### src/sv/vbfd_pkg.sv
// Shared types, constants and helpers of the vehicle bus frame decoder.
// No dependencies; every other file depends on this package.
package vbfd_pkg;

  // Frame buffer sizing
  localparam int MaxFrameBytes = 12;
  localparam int StoreD        = (MaxFrameBytes > 6) ? MaxFrameBytes : 6;
  localparam int IdxW          = $clog2(StoreD);
  localparam int CntW          = $clog2(MaxFrameBytes + 1);
  localparam int MaxPairs      = (MaxFrameBytes - 5) / 2;
  localparam int PairW         = (MaxPairs < 2) ? 1 : $clog2(MaxPairs + 1);

  // Field widths
  localparam int RpmW   = 14;
  localparam int SpeedW = 9;
  localparam int FlagW  = 10;
  localparam int GearW  = 4;
  localparam int LevelW = 4;
  localparam int PrioW  = 3;
  localparam int AddrW  = 3;
  localparam int DataW  = 32;

  // CRC-8 (SAE J1850)
  localparam logic [7:0] CrcPoly = 8'h1D;
  localparam logic [7:0] CrcInit = 8'hFF;

  // Destination, source and service codes
  localparam logic [7:0] DestRpm   = 8'h1B;
  localparam logic [7:0] DestSpeed = 8'h29;
  localparam logic [7:0] DestMil   = 8'h88;
  localparam logic [7:0] DestSil   = 8'h89;
  localparam logic [7:0] DestTurn  = 8'hDA;
  localparam logic [7:0] DestTrans = 8'h3B;
  localparam logic [7:0] DestTemp  = 8'h49;
  localparam logic [7:0] DestFuel  = 8'h83;
  localparam logic [7:0] DestPoll  = 8'h93;
  localparam logic [7:0] DestOdo   = 8'h69;
  localparam logic [7:0] SrcEcm    = 8'h10;
  localparam logic [7:0] SrcBcm    = 8'h40;
  localparam logic [7:0] SrcIpc    = 8'h61;
  localparam logic [7:0] SvcDtc    = 8'h59;
  localparam logic [7:0] SubTurn   = 8'h39;
  localparam logic [7:0] SubGear   = 8'h03;
  localparam logic [7:0] SubTemp   = 8'h10;
  localparam logic [6:0] SubFuel   = 7'h0A;
  localparam logic [7:0] SubGauge  = 8'h12;
  localparam logic [7:0] SubPoll   = 8'h2A;
  localparam logic [7:0] DtcPwdHi  = 8'h10;
  localparam logic [7:0] DtcPwdLoA = 8'h09;
  localparam logic [7:0] DtcPwdLoB = 8'h10;
  localparam logic [31:0] FuelHiAdd = 32'h0001_0000;

  // Flag bit positions
  localparam int FlMil    = 0;
  localparam int FlMilAux = 1;
  localparam int FlSil    = 2;
  localparam int FlSilAux = 3;
  localparam int FlNeut   = 4;
  localparam int FlEcm    = 5;
  localparam int FlPoll   = 6;
  localparam int FlPwd    = 7;
  localparam int FlBcm    = 8;
  localparam int FlIpc    = 9;

  // Config register indexes (paddr[2])
  localparam logic RegMilMain = 1'b0;
  localparam logic RegSilAux  = 1'b1;

  typedef enum logic [1:0] {
    StatOk       = 2'd0,
    StatTooLong  = 2'd1,
    StatCrcBad   = 2'd2,
    StatShortHdr = 2'd3
  } status_e;

  typedef enum logic [1:0] {
    StIdle,
    StDecode,
    StScan,
    StEmit
  } state_e;

  typedef struct packed {
    logic capture;
    logic decode;
    logic scan;
    logic emit;
  } cmd_t;

  typedef struct packed {
    logic [PairW-1:0] scan_pairs;
  } sts_t;

  function automatic logic [7:0] crc_update(input logic [7:0] crc, input logic [7:0] b);
    logic [7:0] c;
    c = crc ^ b;
    for (int k = 0; k < 8; k++) begin
      c = c[7] ? ((c << 1) ^ CrcPoly) : (c << 1);
    end
    return c;
  endfunction

endpackage

### src/sv/vbfd_if.sv
// Handshake channels of the frame decoder: received byte in, snapshot out.
// Depends on vbfd_pkg.
interface vbfd_rx_if;
  logic       valid;
  logic       ready;
  logic [7:0] rx_byte;
  logic       end_of_frame;

  modport source(output valid, rx_byte, end_of_frame, input ready);
  modport sink(input valid, rx_byte, end_of_frame, output ready);
endinterface

interface vbfd_res_if;
  logic                           valid;
  logic                           ready;
  logic [1:0]                     frame_status;
  logic [vbfd_pkg::RpmW-1:0]      engine_rpm;
  logic [vbfd_pkg::SpeedW-1:0]    speed_kph;
  logic [vbfd_pkg::FlagW-1:0]     flag_bits;
  logic [1:0]                     turn_state;
  logic [vbfd_pkg::GearW-1:0]     gear_number;
  logic [7:0]                     coolant_temp;
  logic [31:0]                    fuel_tick_total;
  logic [vbfd_pkg::LevelW-1:0]    fuel_level;
  logic [31:0]                    trip_ticks;

  modport source(output valid, frame_status, engine_rpm, speed_kph, flag_bits, turn_state,
                 gear_number, coolant_temp, fuel_tick_total, fuel_level, trip_ticks,
                 input ready);
  modport sink(input valid, frame_status, engine_rpm, speed_kph, flag_bits, turn_state,
               gear_number, coolant_temp, fuel_tick_total, fuel_level, trip_ticks,
               output ready);
endinterface

### src/sv/vbfd_cfg.sv
// APB register file: lamp priority selects for MIL and SIL frames.
// Depends on vbfd_pkg.
module vbfd_cfg (
  input  logic                       clk_i,
  input  logic                       rst_ni,
  input  logic                       psel_i,
  input  logic                       penable_i,
  input  logic                       pwrite_i,
  input  logic [vbfd_pkg::AddrW-1:0] paddr_i,
  input  logic [vbfd_pkg::DataW-1:0] pwdata_i,
  output logic [vbfd_pkg::DataW-1:0] prdata_o,
  output logic [vbfd_pkg::PrioW-1:0] mil_main_o,
  output logic [vbfd_pkg::PrioW-1:0] sil_aux_o
);
  import vbfd_pkg::*;

  logic             wr_en;
  logic [PrioW-1:0] mil_main_q, mil_main_d;
  logic [PrioW-1:0] sil_aux_q, sil_aux_d;

  assign wr_en = psel_i & penable_i & pwrite_i;

  always_comb begin
    mil_main_d = mil_main_q;
    sil_aux_d  = sil_aux_q;
    if (wr_en) begin
      unique case (paddr_i[2])
        RegMilMain: mil_main_d = pwdata_i[PrioW-1:0];
        RegSilAux:  sil_aux_d  = pwdata_i[PrioW-1:0];
        default: ;
      endcase
    end
  end

  always_ff @(posedge clk_i or negedge rst_ni) begin
    if (!rst_ni) begin
      mil_main_q <= PrioW'(3);
      sil_aux_q  <= PrioW'(7);
    end else begin
      mil_main_q <= mil_main_d;
      sil_aux_q  <= sil_aux_d;
    end
  end

  always_comb begin
    unique case (paddr_i[2])
      RegMilMain: prdata_o = DataW'(mil_main_q);
      RegSilAux:  prdata_o = DataW'(sil_aux_q);
      default:    prdata_o = '0;
    endcase
  end

  assign mil_main_o = mil_main_q;
  assign sil_aux_o  = sil_aux_q;

endmodule

### src/sv/vbfd_dp.sv
// Datapath: frame buffer, CRC, status check, signal decode and DTC pair scan.
// Depends on vbfd_pkg; driven by vbfd_ctrl commands.
module vbfd_dp (
  input  logic                        clk_i,
  input  logic                        rst_ni,
  input  vbfd_pkg::cmd_t              cmd_i,
  output vbfd_pkg::sts_t              sts_o,
  input  logic [7:0]                  rx_byte_i,
  input  logic                        end_of_frame_i,
  input  logic [vbfd_pkg::PrioW-1:0]  mil_main_i,
  input  logic [vbfd_pkg::PrioW-1:0]  sil_aux_i,
  output logic [1:0]                  frame_status_o,
  output logic [vbfd_pkg::RpmW-1:0]   engine_rpm_o,
  output logic [vbfd_pkg::SpeedW-1:0] speed_kph_o,
  output logic [vbfd_pkg::FlagW-1:0]  flag_bits_o,
  output logic [1:0]                  turn_state_o,
  output logic [vbfd_pkg::GearW-1:0]  gear_number_o,
  output logic [7:0]                  coolant_temp_o,
  output logic [31:0]                 fuel_tick_total_o,
  output logic [vbfd_pkg::LevelW-1:0] fuel_level_o,
  output logic [31:0]                 trip_ticks_o
);
  import vbfd_pkg::*;

  // frame bookkeeping
  logic [7:0]      store_q [StoreD];
  logic [CntW-1:0] cnt_q;
  logic            ovf_q;
  logic [7:0]      crc_q;
  status_e         status_q, status_d;
  logic            full;
  logic [7:0]      hdr_byte;

  // signal state
  logic [RpmW-1:0]   rpm_q, rpm_d;
  logic [SpeedW-1:0] speed_q, speed_d;
  logic [FlagW-1:0]  flags_q, flags_d;
  logic [1:0]        turn_q, turn_d;
  logic [GearW-1:0]  gear_q, gear_d, gear_enc;
  logic [7:0]        temp_q, temp_d;
  logic [31:0]       fuel_q, fuel_d, fuel_add;
  logic [LevelW-1:0] gauge_q, gauge_d;
  logic [31:0]       trip_q, trip_d;
  logic [15:0]       odo_ref_q, odo_ref_d, raw16, odo_delta;
  logic              seeded_q, seeded_d;

  logic [PrioW-1:0] prio;
  logic [7:0]       dest, src, d0, d1, d2, dtc_hi, dtc_lo;
  logic             ok, n_ge5, n_ge6, n_ge7;

  assign full     = (cnt_q == CntW'(MaxFrameBytes));
  assign hdr_byte = (cnt_q == '0) ? rx_byte_i : store_q[0];

  always_comb begin
    priority if (ovf_q || full)       status_d = StatTooLong;
    else if ((~crc_q) != rx_byte_i)   status_d = StatCrcBad;
    else if (hdr_byte[4])             status_d = StatShortHdr;
    else                              status_d = StatOk;
  end

  assign prio   = store_q[0][7:5];
  assign dest   = store_q[1];
  assign src    = store_q[2];
  assign d0     = store_q[3];
  assign d1     = store_q[4];
  assign d2     = store_q[5];
  assign dtc_hi = store_q[4];
  assign dtc_lo = store_q[5];
  assign raw16  = {d1, d2};

  assign ok    = cmd_i.decode && (status_q == StatOk);
  assign n_ge5 = (cnt_q >= CntW'(5));
  assign n_ge6 = (cnt_q >= CntW'(6));
  assign n_ge7 = (cnt_q >= CntW'(7));

  // pairs of trouble codes to walk after the decode cycle
  always_comb begin
    sts_o.scan_pairs = '0;
    if (status_q == StatOk && d0 == SvcDtc && n_ge7) begin
      sts_o.scan_pairs = PairW'((cnt_q - CntW'(5)) >> 1);
    end
  end

  // highest set bit of the gear mask, counted from one
  always_comb begin
    gear_enc = '0;
    for (int k = 0; k < 8; k++) begin
      if (d1[k]) gear_enc = GearW'(k + 1);
    end
  end

  assign fuel_add  = {16'h0000, raw16} + (d0[7] ? FuelHiAdd : 32'h0);
  assign odo_delta = raw16 - odo_ref_q;

  always_comb begin
    rpm_d     = rpm_q;
    speed_d   = speed_q;
    flags_d   = flags_q;
    turn_d    = turn_q;
    gear_d    = gear_q;
    temp_d    = temp_q;
    fuel_d    = fuel_q;
    gauge_d   = gauge_q;
    trip_d    = trip_q;
    odo_ref_d = odo_ref_q;
    seeded_d  = seeded_q;
    if (ok) begin
      if (src == SrcEcm) flags_d[FlEcm] = 1'b1;
      priority if (dest == DestRpm) begin
        if (n_ge7) rpm_d = raw16[15:2];
      end else if (dest == DestSpeed) begin
        if (n_ge7) speed_d = raw16[15:7];
      end else if (dest == DestMil && n_ge5) begin
        if (prio == mil_main_i) flags_d[FlMil] = d0[7];
        else                    flags_d[FlMilAux] = d0[7];
      end else if (dest == DestSil && n_ge5) begin
        if (prio == sil_aux_i)  flags_d[FlSilAux] = d0[7];
        else                    flags_d[FlSil] = d0[7];
      end else if (dest == DestTurn) begin
        if (d0 == SubTurn && n_ge6) turn_d = d1[1:0];
      end else if (dest == DestTrans) begin
        if (src == SrcBcm && n_ge5)      flags_d[FlNeut] = d0[7];
        else if (d0 == SubGear && n_ge6) gear_d = gear_enc;
      end else if (dest == DestTemp) begin
        if (d0 == SubTemp && n_ge6) temp_d = d1;
      end else if (dest == DestFuel) begin
        if (src == SrcEcm) begin
          if (d0[6:0] == SubFuel && n_ge7) fuel_d = fuel_q + fuel_add;
        end else if (src == SrcIpc) begin
          if (d0 == SubGauge && n_ge6) gauge_d = d1[LevelW-1:0];
        end
      end else if (dest == DestPoll && n_ge5) begin
        if (d0 == SubPoll) flags_d[FlPoll] = 1'b1;
      end else if (dest == DestOdo && n_ge7) begin
        if (seeded_q) trip_d = trip_q + {16'h0000, odo_delta};
        seeded_d  = 1'b1;
        odo_ref_d = raw16;
      end
    end
    // one code pair per scan cycle, always read at bytes 4 and 5
    if (cmd_i.scan && (dtc_hi != 8'h00 || dtc_lo != 8'h00)) begin
      if (dtc_hi == DtcPwdHi && (dtc_lo == DtcPwdLoA || dtc_lo == DtcPwdLoB)) begin
        flags_d[FlPwd] = 1'b1;
      end
      if (src == SrcBcm)      flags_d[FlBcm] = 1'b1;
      else if (src == SrcIpc) flags_d[FlIpc] = 1'b1;
    end
  end

  always_ff @(posedge clk_i or negedge rst_ni) begin
    if (!rst_ni) begin
      for (int k = 0; k < StoreD; k++) store_q[k] <= 8'h00;
      cnt_q     <= '0;
      ovf_q     <= 1'b0;
      crc_q     <= CrcInit;
      status_q  <= StatOk;
      rpm_q     <= '0;
      speed_q   <= '0;
      flags_q   <= '0;
      turn_q    <= '0;
      gear_q    <= '0;
      temp_q    <= '0;
      fuel_q    <= '0;
      gauge_q   <= '0;
      trip_q    <= '0;
      odo_ref_q <= '0;
      seeded_q  <= 1'b0;
    end else begin
      if (cmd_i.capture) begin
        if (!full) begin
          store_q[cnt_q[IdxW-1:0]] <= rx_byte_i;
          cnt_q <= cnt_q + CntW'(1);
        end else begin
          ovf_q <= 1'b1;
        end
        if (!end_of_frame_i) crc_q <= crc_update(crc_q, rx_byte_i);
        else                 status_q <= status_d;
      end
      if (cmd_i.scan) begin
        // slide the code pairs down onto bytes 4 and 5
        for (int k = 4; k < StoreD - 2; k++) begin
          store_q[k] <= store_q[k+2];
        end
        store_q[StoreD-2] <= 8'h00;
        store_q[StoreD-1] <= 8'h00;
      end
      if (cmd_i.emit) begin
        for (int k = 0; k < StoreD; k++) store_q[k] <= 8'h00;
        cnt_q <= '0;
        ovf_q <= 1'b0;
        crc_q <= CrcInit;
      end
      rpm_q     <= rpm_d;
      speed_q   <= speed_d;
      flags_q   <= flags_d;
      turn_q    <= turn_d;
      gear_q    <= gear_d;
      temp_q    <= temp_d;
      fuel_q    <= fuel_d;
      gauge_q   <= gauge_d;
      trip_q    <= trip_d;
      odo_ref_q <= odo_ref_d;
      seeded_q  <= seeded_d;
    end
  end

  // output word register
  always_ff @(posedge clk_i) begin
    if (cmd_i.emit) begin
      frame_status_o    <= status_q;
      engine_rpm_o      <= rpm_q;
      speed_kph_o       <= speed_q;
      flag_bits_o       <= flags_q;
      turn_state_o      <= turn_q;
      gear_number_o     <= gear_q;
      coolant_temp_o    <= temp_q;
      fuel_tick_total_o <= fuel_q;
      fuel_level_o      <= gauge_q;
      trip_ticks_o      <= trip_q;
    end
  end

endmodule

### src/sv/vbfd_ctrl.sv
// Controller: sequences capture, decode, code pair scan and output load.
// Depends on vbfd_pkg; commands vbfd_dp.
module vbfd_ctrl (
  input  logic           clk_i,
  input  logic           rst_ni,
  input  logic           rx_valid_i,
  input  logic           rx_eof_i,
  output logic           rx_ready_o,
  input  logic           res_ready_i,
  output logic           res_valid_o,
  input  vbfd_pkg::sts_t sts_i,
  output vbfd_pkg::cmd_t cmd_o
);
  import vbfd_pkg::*;

  state_e           state_q, state_d;
  logic [PairW-1:0] pairs_q, pairs_d;
  logic             res_valid_q, res_valid_d;
  logic             out_free;

  assign out_free = !res_valid_q || res_ready_i;

  // next state
  always_comb begin
    state_d = state_q;
    unique case (state_q)
      StIdle:   if (rx_valid_i && rx_eof_i) state_d = StDecode;
      StDecode: state_d = (sts_i.scan_pairs != '0) ? StScan : StEmit;
      StScan:   if (pairs_q == PairW'(1)) state_d = StEmit;
      StEmit:   if (out_free) state_d = StIdle;
      default:  state_d = StIdle;
    endcase
  end

  // outputs
  always_comb begin
    cmd_o      = '0;
    rx_ready_o = 1'b0;
    unique case (state_q)
      StIdle: begin
        rx_ready_o    = 1'b1;
        cmd_o.capture = rx_valid_i;
      end
      StDecode: cmd_o.decode = 1'b1;
      StScan:   cmd_o.scan   = 1'b1;
      StEmit:   cmd_o.emit   = out_free;
      default: ;
    endcase
  end

  always_comb begin
    pairs_d = pairs_q;
    if (state_q == StDecode)    pairs_d = sts_i.scan_pairs;
    else if (state_q == StScan) pairs_d = pairs_q - PairW'(1);
  end

  always_comb begin
    res_valid_d = res_valid_q;
    if (cmd_o.emit)       res_valid_d = 1'b1;
    else if (res_ready_i) res_valid_d = 1'b0;
  end

  always_ff @(posedge clk_i or negedge rst_ni) begin
    if (!rst_ni) begin
      state_q     <= StIdle;
      pairs_q     <= '0;
      res_valid_q <= 1'b0;
    end else begin
      state_q     <= state_d;
      pairs_q     <= pairs_d;
      res_valid_q <= res_valid_d;
    end
  end

  assign res_valid_o = res_valid_q;

`ifndef SYNTHESIS
  a_scan_has_pairs: assert property (@(posedge clk_i) disable iff (!rst_ni)
    state_q == StScan |-> pairs_q != '0)
    else $error("scan state entered with no code pair left");

  a_valid_from_emit: assert property (@(posedge clk_i) disable iff (!rst_ni)
    $rose(res_valid_q) |-> $past(state_q) == StEmit)
    else $error("output word raised outside emit");

  a_no_scan_skip: assert property (@(posedge clk_i) disable iff (!rst_ni)
    (state_q == StDecode && sts_i.scan_pairs == '0) |=> state_q == StEmit)
    else $error("decode without code pairs must go to emit");

  a_last_to_decode: assert property (@(posedge clk_i) disable iff (!rst_ni)
    (rx_valid_i && rx_ready_o && rx_eof_i) |=> state_q == StDecode)
    else $error("last byte did not start decode");
`endif

endmodule

### src/sv/vehicle_bus_frame_decoder.sv
// Top level of the J1850 VPW frame decoder: APB registers, controller, datapath.
// Depends on vbfd_pkg, vbfd_if, vbfd_cfg, vbfd_dp and vbfd_ctrl.
//
//  channel  | dir | handshake          | word
//  ---------+-----+--------------------+-----------------------------------------
//  rx_i     | in  | valid/ready        | rx_byte, end_of_frame
//  res_o    | out | valid/ready        | status + full signal snapshot
//  apb      | in  | psel/penable, rdy=1| priority selects at 0x0 and 0x4
//
// A byte without the end mark is buffered and folded into the CRC.
// After the last byte, the next byte is taken only once capture, decode, P code pair
// scan steps (P = 0..3 for service 0x59 replies) and the load of the output register
// are done; the datapath sets P from the length of the frame.
// A held output word stalls the load step, and the input with it; bytes of the next frame
// are taken while the word waits, up to that frame's own load step.
// Reset is asynchronous, active low; the frame buffer and all signal state clear at once.
module vehicle_bus_frame_decoder (
  input  logic                       clk_i,
  input  logic                       rst_ni,
  vbfd_rx_if.sink                    rx_i,
  vbfd_res_if.source                 res_o,
  input  logic                       psel,
  input  logic                       penable,
  input  logic                       pwrite,
  input  logic [vbfd_pkg::AddrW-1:0] paddr,
  input  logic [vbfd_pkg::DataW-1:0] pwdata,
  output logic [vbfd_pkg::DataW-1:0] prdata,
  output logic                       pready
);
  import vbfd_pkg::*;

  cmd_t             cmd;
  sts_t             sts;
  logic [PrioW-1:0] mil_main;
  logic [PrioW-1:0] sil_aux;

  // zero-wait-state config port
  assign pready = 1'b1;

  vbfd_cfg u_cfg (
    .clk_i      (clk_i),
    .rst_ni     (rst_ni),
    .psel_i     (psel),
    .penable_i  (penable),
    .pwrite_i   (pwrite),
    .paddr_i    (paddr),
    .pwdata_i   (pwdata),
    .prdata_o   (prdata),
    .mil_main_o (mil_main),
    .sil_aux_o  (sil_aux)
  );

  // controller owns the handshakes; datapath only sees commands
  vbfd_ctrl u_ctrl (
    .clk_i       (clk_i),
    .rst_ni      (rst_ni),
    .rx_valid_i  (rx_i.valid),
    .rx_eof_i    (rx_i.end_of_frame),
    .rx_ready_o  (rx_i.ready),
    .res_ready_i (res_o.ready),
    .res_valid_o (res_o.valid),
    .sts_i       (sts),
    .cmd_o       (cmd)
  );

  vbfd_dp u_dp (
    .clk_i             (clk_i),
    .rst_ni            (rst_ni),
    .cmd_i             (cmd),
    .sts_o             (sts),
    .rx_byte_i         (rx_i.rx_byte),
    .end_of_frame_i    (rx_i.end_of_frame),
    .mil_main_i        (mil_main),
    .sil_aux_i         (sil_aux),
    .frame_status_o    (res_o.frame_status),
    .engine_rpm_o      (res_o.engine_rpm),
    .speed_kph_o       (res_o.speed_kph),
    .flag_bits_o       (res_o.flag_bits),
    .turn_state_o      (res_o.turn_state),
    .gear_number_o     (res_o.gear_number),
    .coolant_temp_o    (res_o.coolant_temp),
    .fuel_tick_total_o (res_o.fuel_tick_total),
    .fuel_level_o      (res_o.fuel_level),
    .trip_ticks_o      (res_o.trip_ticks)
  );

endmodule
### src/flat_wrapper.sv
// flat-port wrapper written by rule: the top's interface ports become plain ports
module vehicle_bus_frame_decoder_flat import vbfd_pkg::*;
  (clk_i, rst_ni, psel, penable, pwrite, paddr, pwdata, prdata, pready, rx_i_valid, rx_i_rx_byte, rx_i_end_of_frame, rx_i_ready, res_o_valid, res_o_frame_status, res_o_engine_rpm, res_o_speed_kph, res_o_flag_bits, res_o_turn_state, res_o_gear_number, res_o_coolant_temp, res_o_fuel_tick_total, res_o_fuel_level, res_o_trip_ticks, res_o_ready);
  vbfd_rx_if rx_i_i ();
  vbfd_res_if res_o_i ();
  input  logic clk_i;
  input  logic rst_ni;
  input  logic psel;
  input  logic penable;
  input  logic pwrite;
  input  logic [vbfd_pkg::AddrW-1:0] paddr;
  input  logic [vbfd_pkg::DataW-1:0] pwdata;
  output logic [vbfd_pkg::DataW-1:0] prdata;
  output logic pready;
  input wire logic [$bits(rx_i_i.valid)-1:0] rx_i_valid;
  input wire logic [$bits(rx_i_i.rx_byte)-1:0] rx_i_rx_byte;
  input wire logic [$bits(rx_i_i.end_of_frame)-1:0] rx_i_end_of_frame;
  output wire logic [$bits(rx_i_i.ready)-1:0] rx_i_ready;
  output wire logic [$bits(res_o_i.valid)-1:0] res_o_valid;
  output wire logic [$bits(res_o_i.frame_status)-1:0] res_o_frame_status;
  output wire logic [$bits(res_o_i.engine_rpm)-1:0] res_o_engine_rpm;
  output wire logic [$bits(res_o_i.speed_kph)-1:0] res_o_speed_kph;
  output wire logic [$bits(res_o_i.flag_bits)-1:0] res_o_flag_bits;
  output wire logic [$bits(res_o_i.turn_state)-1:0] res_o_turn_state;
  output wire logic [$bits(res_o_i.gear_number)-1:0] res_o_gear_number;
  output wire logic [$bits(res_o_i.coolant_temp)-1:0] res_o_coolant_temp;
  output wire logic [$bits(res_o_i.fuel_tick_total)-1:0] res_o_fuel_tick_total;
  output wire logic [$bits(res_o_i.fuel_level)-1:0] res_o_fuel_level;
  output wire logic [$bits(res_o_i.trip_ticks)-1:0] res_o_trip_ticks;
  input wire logic [$bits(res_o_i.ready)-1:0] res_o_ready;
  assign rx_i_i.valid = rx_i_valid;
  assign rx_i_i.rx_byte = rx_i_rx_byte;
  assign rx_i_i.end_of_frame = rx_i_end_of_frame;
  assign rx_i_ready = rx_i_i.ready;
  assign res_o_valid = res_o_i.valid;
  assign res_o_frame_status = res_o_i.frame_status;
  assign res_o_engine_rpm = res_o_i.engine_rpm;
  assign res_o_speed_kph = res_o_i.speed_kph;
  assign res_o_flag_bits = res_o_i.flag_bits;
  assign res_o_turn_state = res_o_i.turn_state;
  assign res_o_gear_number = res_o_i.gear_number;
  assign res_o_coolant_temp = res_o_i.coolant_temp;
  assign res_o_fuel_tick_total = res_o_i.fuel_tick_total;
  assign res_o_fuel_level = res_o_i.fuel_level;
  assign res_o_trip_ticks = res_o_i.trip_ticks;
  assign res_o_i.ready = res_o_ready;
  vehicle_bus_frame_decoder u_core (.clk_i(clk_i), .rst_ni(rst_ni), .rx_i(rx_i_i), .res_o(res_o_i), .psel(psel), .penable(penable), .pwrite(pwrite), .paddr(paddr), .pwdata(pwdata), .prdata(prdata), .pready(pready));
endmodule
### config.mk
export PLATFORM = sky130hd
export DESIGN_NAME = vehicle_bus_frame_decoder_flat
export DESIGN_NICKNAME = d
export VERILOG_FILES = /design/src/sv/vbfd_pkg.sv /design/src/sv/vbfd_if.sv /design/src/sv/vbfd_cfg.sv /design/src/sv/vbfd_dp.sv /design/src/sv/vbfd_ctrl.sv /design/src/sv/vehicle_bus_frame_decoder.sv /design/src/flat_wrapper.sv
export SDC_FILE = /design/constraint.sdc
export NUM_CORES = 1
export LEC_CHECK = 0
export BUFFER_PORTS_ARGS = -buffer_cell sky130_fd_sc_hd__buf_2
export CAP_MARGIN = 20
export CORE_ASPECT_RATIO = 0.75
export CORE_MARGIN = 2
export CORE_UTILIZATION = 59
export CTS_CLUSTER_DIAMETER = 50
export DETAILED_ROUTE_END_ITERATION = 10
export GPL_TIMING_DRIVEN = 0
export PLACE_DENSITY = 0.91
export SYNTH_ARGS = -nofsm -noshare
export SYNTH_HDL_FRONTEND = slang
export SYNTH_SLANG_ARGS = --single-unit
### constraint.sdc
create_clock -name clk_i -period 6.7 [get_ports clk_i]
set_input_delay 0.335 -clock clk_i [delete_from_list [all_inputs] [get_ports clk_i]]
set_output_delay 0.335 -clock clk_i [all_outputs]
set_load 0.03 [all_outputs]
# After elaboration in Yosys (flattened, before gate mapping)
# Index checks and enable logic that the tools add are counted.
[word_totals] ff_bits=371 wordCells=241
[classes] eq_ne=37 order_cmp=5 n_reduce_logical=60 bitwise=28 addsub=7 mux=53
[ops] op="2-to-1 mux 96 bit" n=3
[ops] op="bitwise mux 96 bit" n=1
[ops] op="2-to-1 mux 64 bit" n=1
[ops] op="case mux 32 bit (2 select lines)" n=1
[ops] op="equality test 8 x 5 -> 1 bit, second input constant" n=6
[ops] op="2-to-1 mux 5 bit" n=9
[ops] op="equality test 8 x 7 -> 1 bit, second input constant" n=5
[ops] op="equality test 8 bit, second input constant" n=5
[ops] op="AND reduction 11 bit" n=3
[ops] op="adder 32 x 16 -> 32 bit" n=1
[ops] op="adder 32 x 18 -> 32 bit" n=1
[ops] op="demux 8 bit (select 4 bit)" n=1
[ops] op="equality test 8 x 6 -> 1 bit, second input constant" n=4
[ops] op="2-to-1 mux 8 bit" n=4
[ops] op="NOT 4 bit" n=8
[ops] op="AND reduction 12 bit" n=2
[ops] op="2-to-1 mux 2 bit" n=11
[ops] op="AND reduction 2 bit" n=10
[ops] op="adder 16 x 17 -> 18 bit" n=1
[ops] op="AND reduction 9 bit" n=2
[ops] op="logical AND 1 bit" n=17
[ops] op="2-to-1 mux 17 bit" n=1
[ops] op="2-to-1 mux 4 bit" n=4
[ops] op="nonzero test 8 bit" n=2
[ops] op="38 further kinds" n=87

# Depth between registers and ports, before layout
[logic_depth] depth_word=20 ltp_mapped=18

# Cells and area by module
# From an unflattened synthesis, not the netlist that was laid out.
[unflattened] cells_unflattened=1536 hier_area_um2=17180.2
[modules_own_cells] module="vbfd_dp" instances=1 seq_area_each_um2=9504.1 area_each_um2=16293.1 cells_each=1452
[modules_own_cells] module="vbfd_cfg" instances=1 seq_area_each_um2=156.4 area_each_um2=515.5 cells_each=47
[modules_own_cells] module="vbfd_ctrl" instances=1 seq_area_each_um2=125.1 area_each_um2=360.3 cells_each=35
[modules_own_cells] module="vehicle_bus_frame_decoder" instances=1 seq_area_each_um2=0.0 area_each_um2=11.3 cells_each=2

# Worst setup path before layout
# Ideal clock, no wire load.
[synth_path] path_kind="reg2reg" start="reg u_core.u_ctrl.res_valid_q, in the netlist u_core.u_ctrl.res_valid_o" end="reg u_core.u_dp.coolant_temp_o[0], enable pin" arrival_time_ps=4420 setup_time_ps=526 stages_incl_launch_ff=6 slack_ps=1754 required_ps=6174 path_buffers=2 cell_sequence="dfrtp_1 nand2b_1 nand2_1 inv_1 clkbuf_1 buf_1"
[synth_between] elab_chain_cells=3
[synth_lines] item="from (decl)" line_no="vbfd_ctrl.sv:18" source="logic res_valid_q, res_valid_d;"
[synth_lines] item="from (signal assigned)" line_no="vbfd_ctrl.sv:71" source="res_valid_q <= res_valid_d;"
[synth_lines] item="logical NOT 1 bit" line_no="vbfd_ctrl.sv:21" source="assign out_free = !res_valid_q || res_ready_i;"
[synth_lines] item="logical OR 1 bit" line_no="vbfd_ctrl.sv:21"
[synth_lines] item="2-to-1 mux 1 bit" line_no="vbfd_ctrl.sv:39" source="unique case (state_q)"
[synth_lines] item="to (signal assigned)" line_no="vbfd_dp.sv:216" source="coolant_temp_o <= temp_q;"
[synth_lines] item="to (decl)" line_no="vbfd_dp.sv:18" source="output logic [7:0] coolant_temp_o,"
# No other way between the ends.
# A chain may end at the register's enable or synchronous reset.

# Final worst setup path
[layout_path] start="reg u_core.u_dp.store_q (netlist bit u_core.u_dp.d2[0])" end="reg u_core.u_dp.trip_q[24]"
[layout_between] elab_chain_cells=2
[layout_lines] item="from (decl)" line_no="vbfd_dp.sv:26" source="logic [7:0] store_q [StoreD];"
[layout_lines] item="from (signal, indexed assignment)" line_no="vbfd_dp.sv:171" source="store_q[cnt_q[IdxW-1:0]] <= rx_byte_i;"
[layout_lines] item="from (signal, indexed assignment)" line_no="vbfd_dp.sv:182" source="store_q[k] <= store_q[k+2];"
[layout_lines] item="subtractor 16 bit" line_no="vbfd_dp.sv:93" source="assign odo_delta = raw16 - odo_ref_q;"
[layout_lines] item="adder 32 x 16 -> 32 bit" line_no="vbfd_dp.sv:135" source="if (seeded_q) trip_d = trip_q + {16'h0000, odo_delta};"
[layout_lines] item="to (signal assigned)" line_no="vbfd_dp.sv:201" source="trip_q <= trip_d;"
[layout_lines] item="to (decl)" line_no="vbfd_dp.sv:43" source="logic [31:0] trip_q, trip_d;"
# No other way between the ends.

==> results.txt <==
The worst vdd rail ir drop is approximately 220 uV. The count of final hold-check violations is 0. The number of antenna violations at the first check in global routing is 0. The synthesis warning total is 0. The via count normalized by instance count is 6.050. The share of synthesized flip-flops with an asynchronous set or reset came out at 68.12%. Counting instances in the post-synthesis netlist gives the leading cell types as sky130_fd_sc_hd__dfrtp_1, sky130_fd_sc_hd__nand2_1, sky130_fd_sc_hd__edfxtp_1. The detailed-placement wirelength estimate came out at 29970 um. 0 antenna diodes ended up in the layout. The number of cells produced by synthesis came out at about 1.6k.

The count of hold buffers inserted by post-cts repair came out at 1. In this run the critical register-to-register path is captured at u_core.u_dp.trip_q[24]. The total negative slack for setup checks came out at 0 ns. The layout has 1927 filler cells. The category of the worst setup path launch point is a flop.

During I/O placement, the number of pins put on the boundary was between 200 and 250. The routability congestion estimate is 0.9279. The cell depth of the worst min-delay path is 2. The post-CTS setup-driven buffer insertion count is 0. The synthesis-to-layout area growth came out at 15.90%. Setup repair after global routing left no endpoint under its margin. The via count of the first global-routing pass is roughly 13k. For hold timing, the worst endpoint is u_core.u_cfg.sil_aux_o[2]. The worst path arrival time is 5.37 ns. For this design, the sink count on the clock tree is about 370. The count of pins over their slew limit is 0. The hold path startpoint is pwdata[2].

The number of levels the H-tree was split into is 2. The ratio of final minimum period to clock period is 74.08%. The worst hold path belongs to the class input port to flop. The number of iterations in the first detailed-routing pass is 8. The worst hold slack is 0.05648 ns. In this run the cell area of the synthesized design comes to approximately 18000 um^2. The die width is 203.0 um. TritonCTS built the clock tree. The via count is 13.46k. The maximum count of clock buffers along a single path is 3.

The post-synthesis cell type count is 74. The violation count after the first detailed-route iteration came out at 1428. The overall fraction of global-route tracks in use is around 28%.

The global route total overflow is 0. Sequential elements use 55.85% of the synthesized area. The detail route stage leaves a number of antenna-violating nets equal to 0. The core outline area is 29120 um^2. Summed over its instances, the top area cell type makes up 33.85% of the synthesized netlist area.

In this run the tightest slew margin relative to its limit is a little over a third. The largest net degree at the start of global routing is 90. The transition time at the pin with the least slew margin came out at 0.9701 ns. After the flow finishes, the layout carries non-filler instances totaling 2225. The count of cells resized by post-cts repair is 0. The proportion of layout cells with a drive suffix above 1 came out at 18.11%. Setup violations remaining at the end of the flow were counted as 0.

The signal on the critical path passes through inv_1 -> ha_1 -> fa_1 -> nor2b_1 -> o21ai_0 -> a21boi_0 -> or2_2 -> a21o_1 -> a31oi_1 -> xnor2_1 -> ha_1 -> and2_1 -> and3_1 -> a221oi_1 -> o21ai_1 -> a31oi_1 -> nor4b_1 -> xor2_1. The DRC violation count after routing came out at 0. The worst-skew pair later-pin latency came out at 0.55 ns. The wire length after detailed routing came out at 43870 um.

Ranked by total cell area, the synthesized netlist is headed by sky130_fd_sc_hd__dfrtp_1, sky130_fd_sc_hd__edfxtp_1, sky130_fd_sc_hd__ha_1. The max capacitance violation total is 0. The post-route minimum period came out at between 4 and 5 ns. The worst setup path is captured at a flop.

The number of placed instances, taps included came out at 2153. The minimum setup slack among reg-to-reg paths came out at 1.74 ns. The peak fanout along the critical path is 8.

The floorplan step defined a die boundary enclosing 31100 um^2. The worst setup path is of the flop to flop kind. Across the routed clock network, the largest skew measured is 0.03520 ns.

The number of enable flip-flop cells after synthesis is 117. The per-cell routed wire length is ~20 um. The power per standard cell area is 417.2 nW/um^2.

The net count reported at finish is 1916. After synthesis the netlist holds a flip-flop and latch count of 367. The cell taking the most area after synthesis is sky130_fd_sc_hd__dfrtp_1.

The number of port buffers is 140. The number of cells traversed by the worst register-to-register path is 18. The row count is 54. The average cell area after synthesis is 11.03 um^2. In this run the static leakage power is 8.983 nW.

For this run, the slowest stage of the critical path takes 0.66 ns. The startpoint identified for the worst register-to-register timing path is u_core.u_dp.d2[0]. The run finished with clean final reports. The cell with the largest stage delay on the worst path is sky130_fd_sc_hd__a31oi_1. sky130_fd_sc_hd__dfrtp_1 is the most common cell in the netlist.

After clock tree synthesis, the clock-pin slew on the worst setup and hold paths is 0.07 ns. The first global-routing pass estimated between 60000 and 70000 um of wire. The die extent in y came out at 153.2 um. Among all flip-flop cells after synthesis, the most frequent one is sky130_fd_sc_hd__dfrtp_1.

The number of buffers created by CTS came out at 38. The initial core utilization is about three fifths. In this run the clock root is driven by a sky130_fd_sc_hd__clkbuf_16.

The highest achievable clock rate is 0.2015 GHz. The critical path required time is around 7.1 ns.
[area by class of cell]
| class | count | area, um^2 | area share (%) |
|---|---|---|---|
| Buffer | 103 | 510.5 | 2.514 |
| Clock buffer | 49 | 1055 | 5.194 |
| Clock inverter | 21 | 294.0 | 1.448 |
| Inverter | 52 | 195.2 | 0.9612 |
| Multi-Input combinational cell | 1094 | 7136 | 35.14 |
| Sequential cell | 367 | 9786 | 48.19 |
| Tap cell | 392 | 490.5 | 2.415 |
| Timing Repair Buffer | 147 | 840.8 | 4.140 |
[where the power goes]
group	internal [mW]	switching, mW	leakage [nW]
Sequential	2.84	0.305	4.45
Clock	1.36	0.903	0.655
Combinational	0.972	2.09	3.88
Total	5.17	3.30	8.98
[worst max-delay path: cells and delay by family (launching register included)]
family,cells,cell delay [ns]
AO/OA/AOI/OAI,7,1.83
adder cells (fa/ha/maj),3,1.02
AND/OR/NAND/NOR,5,0.96
flip-flops,1,0.47
XOR/XNOR,2,0.45
buffers and inverters,1,0.11
[stage by stage]
stage / power [mW] / utilization (%) / setup WS, ns / instance area, um^2
after global placement: 6.033 / 64.62 / 0.1119 / 18820
after global routing: 8.876 / 69.73 / 1.456 / 20310
after CTS: 8.436 / 69.72 / 1.799 / 20300
after detailed placement: 6.138 / 65.05 / 1.833 / 18940
after floorplan: 5.320 / - / 1.754 / 17630
final: 8.471 / 69.73 / 1.736 / 20310
[layout by cell type, fill, tap and decap left out, types with 30 or more instances in the layout]
cell and instances:
sky130_fd_sc_hd__dfrtp_1 237, sky130_fd_sc_hd__nand2_1 172, sky130_fd_sc_hd__buf_2 146, sky130_fd_sc_hd__edfxtp_1 117
sky130_fd_sc_hd__nor2_1 113, sky130_fd_sc_hd__a21oi_1 109, sky130_fd_sc_hd__o21ai_0 80, sky130_fd_sc_hd__clkbuf_1 71
sky130_fd_sc_hd__xnor2_1 62, sky130_fd_sc_hd__mux2_2 59, sky130_fd_sc_hd__ha_1 59, sky130_fd_sc_hd__nand3_1 53
sky130_fd_sc_hd__inv_1 52, sky130_fd_sc_hd__xor2_1 42, sky130_fd_sc_hd__clkbuf_16 40, sky130_fd_sc_hd__a32oi_1 36
sky130_fd_sc_hd__buf_4 31, sky130_fd_sc_hd__conb_1 30
[worst max path at each step]
stage	cells past startpoint	end	slack [ns]	start
CTS	18	u_core.u_dp.trip_q[24]	1.80	u_core.u_dp.d2[0]
global route	18	u_core.u_dp.trip_q[24]	1.46	u_core.u_dp.d2[0]
finish	18	u_core.u_dp.trip_q[24]	1.74	u_core.u_dp.d2[0]
floorplan	5	u_core.u_dp.coolant_temp_o[0]	1.75	u_core.u_ctrl.res_valid_o
detailed placement	18	u_core.u_dp.trip_q[24]	1.83	u_core.u_dp.d2[0]
global placement	5	u_core.u_dp.speed_kph_o[2]	0.11	u_core.u_ctrl.state_q[0]
[metal layers]
metal  up-vias  share of wire, %  GRT usage, %
li1       6067                 -             -
met1      6524                41         39.84
met2       745                46         44.02
met3       126               9.3         5.224
met4         0               3.0         10.18
met5         -                 0             0
[state kept, by name, summed over array words and instances, names as in the netlist, 9 cells and up]
signal                         count
u_core.u_dp.speed_q                9
u_core.u_dp.trip_ticks_o          32
u_core.u_dp.engine_rpm_o          14
u_core.u_dp.trip_q                32
u_core.u_dp.flags_q               10
u_core.u_dp.fuel_q                32
u_core.u_dp.flag_bits_o           10
u_core.u_dp.speed_kph_o            9
u_core.u_dp.store_q               49
u_core.u_dp.fuel_tick_total_o     32
u_core.u_dp.odo_ref_q             16
u_core.u_dp.rpm_q                 14
[cell families (layout without fill, tap and decap cells)]
group,after synthesis,in the layout,share of synthesized area (%)
AND/OR/NAND/NOR,479,479,13.09
multiplexers,82,82,5.120
AO/OA/AOI/OAI,337,337,12.12
XOR/XNOR,104,104,5.199
flip-flops,367,367,55.85
other,2,30,0.04286
buffers and inverters,155,372,4.021
adder cells (fa/ha/maj),62,62,4.556
Note: power is estimated with default switching activity, not from simulation.
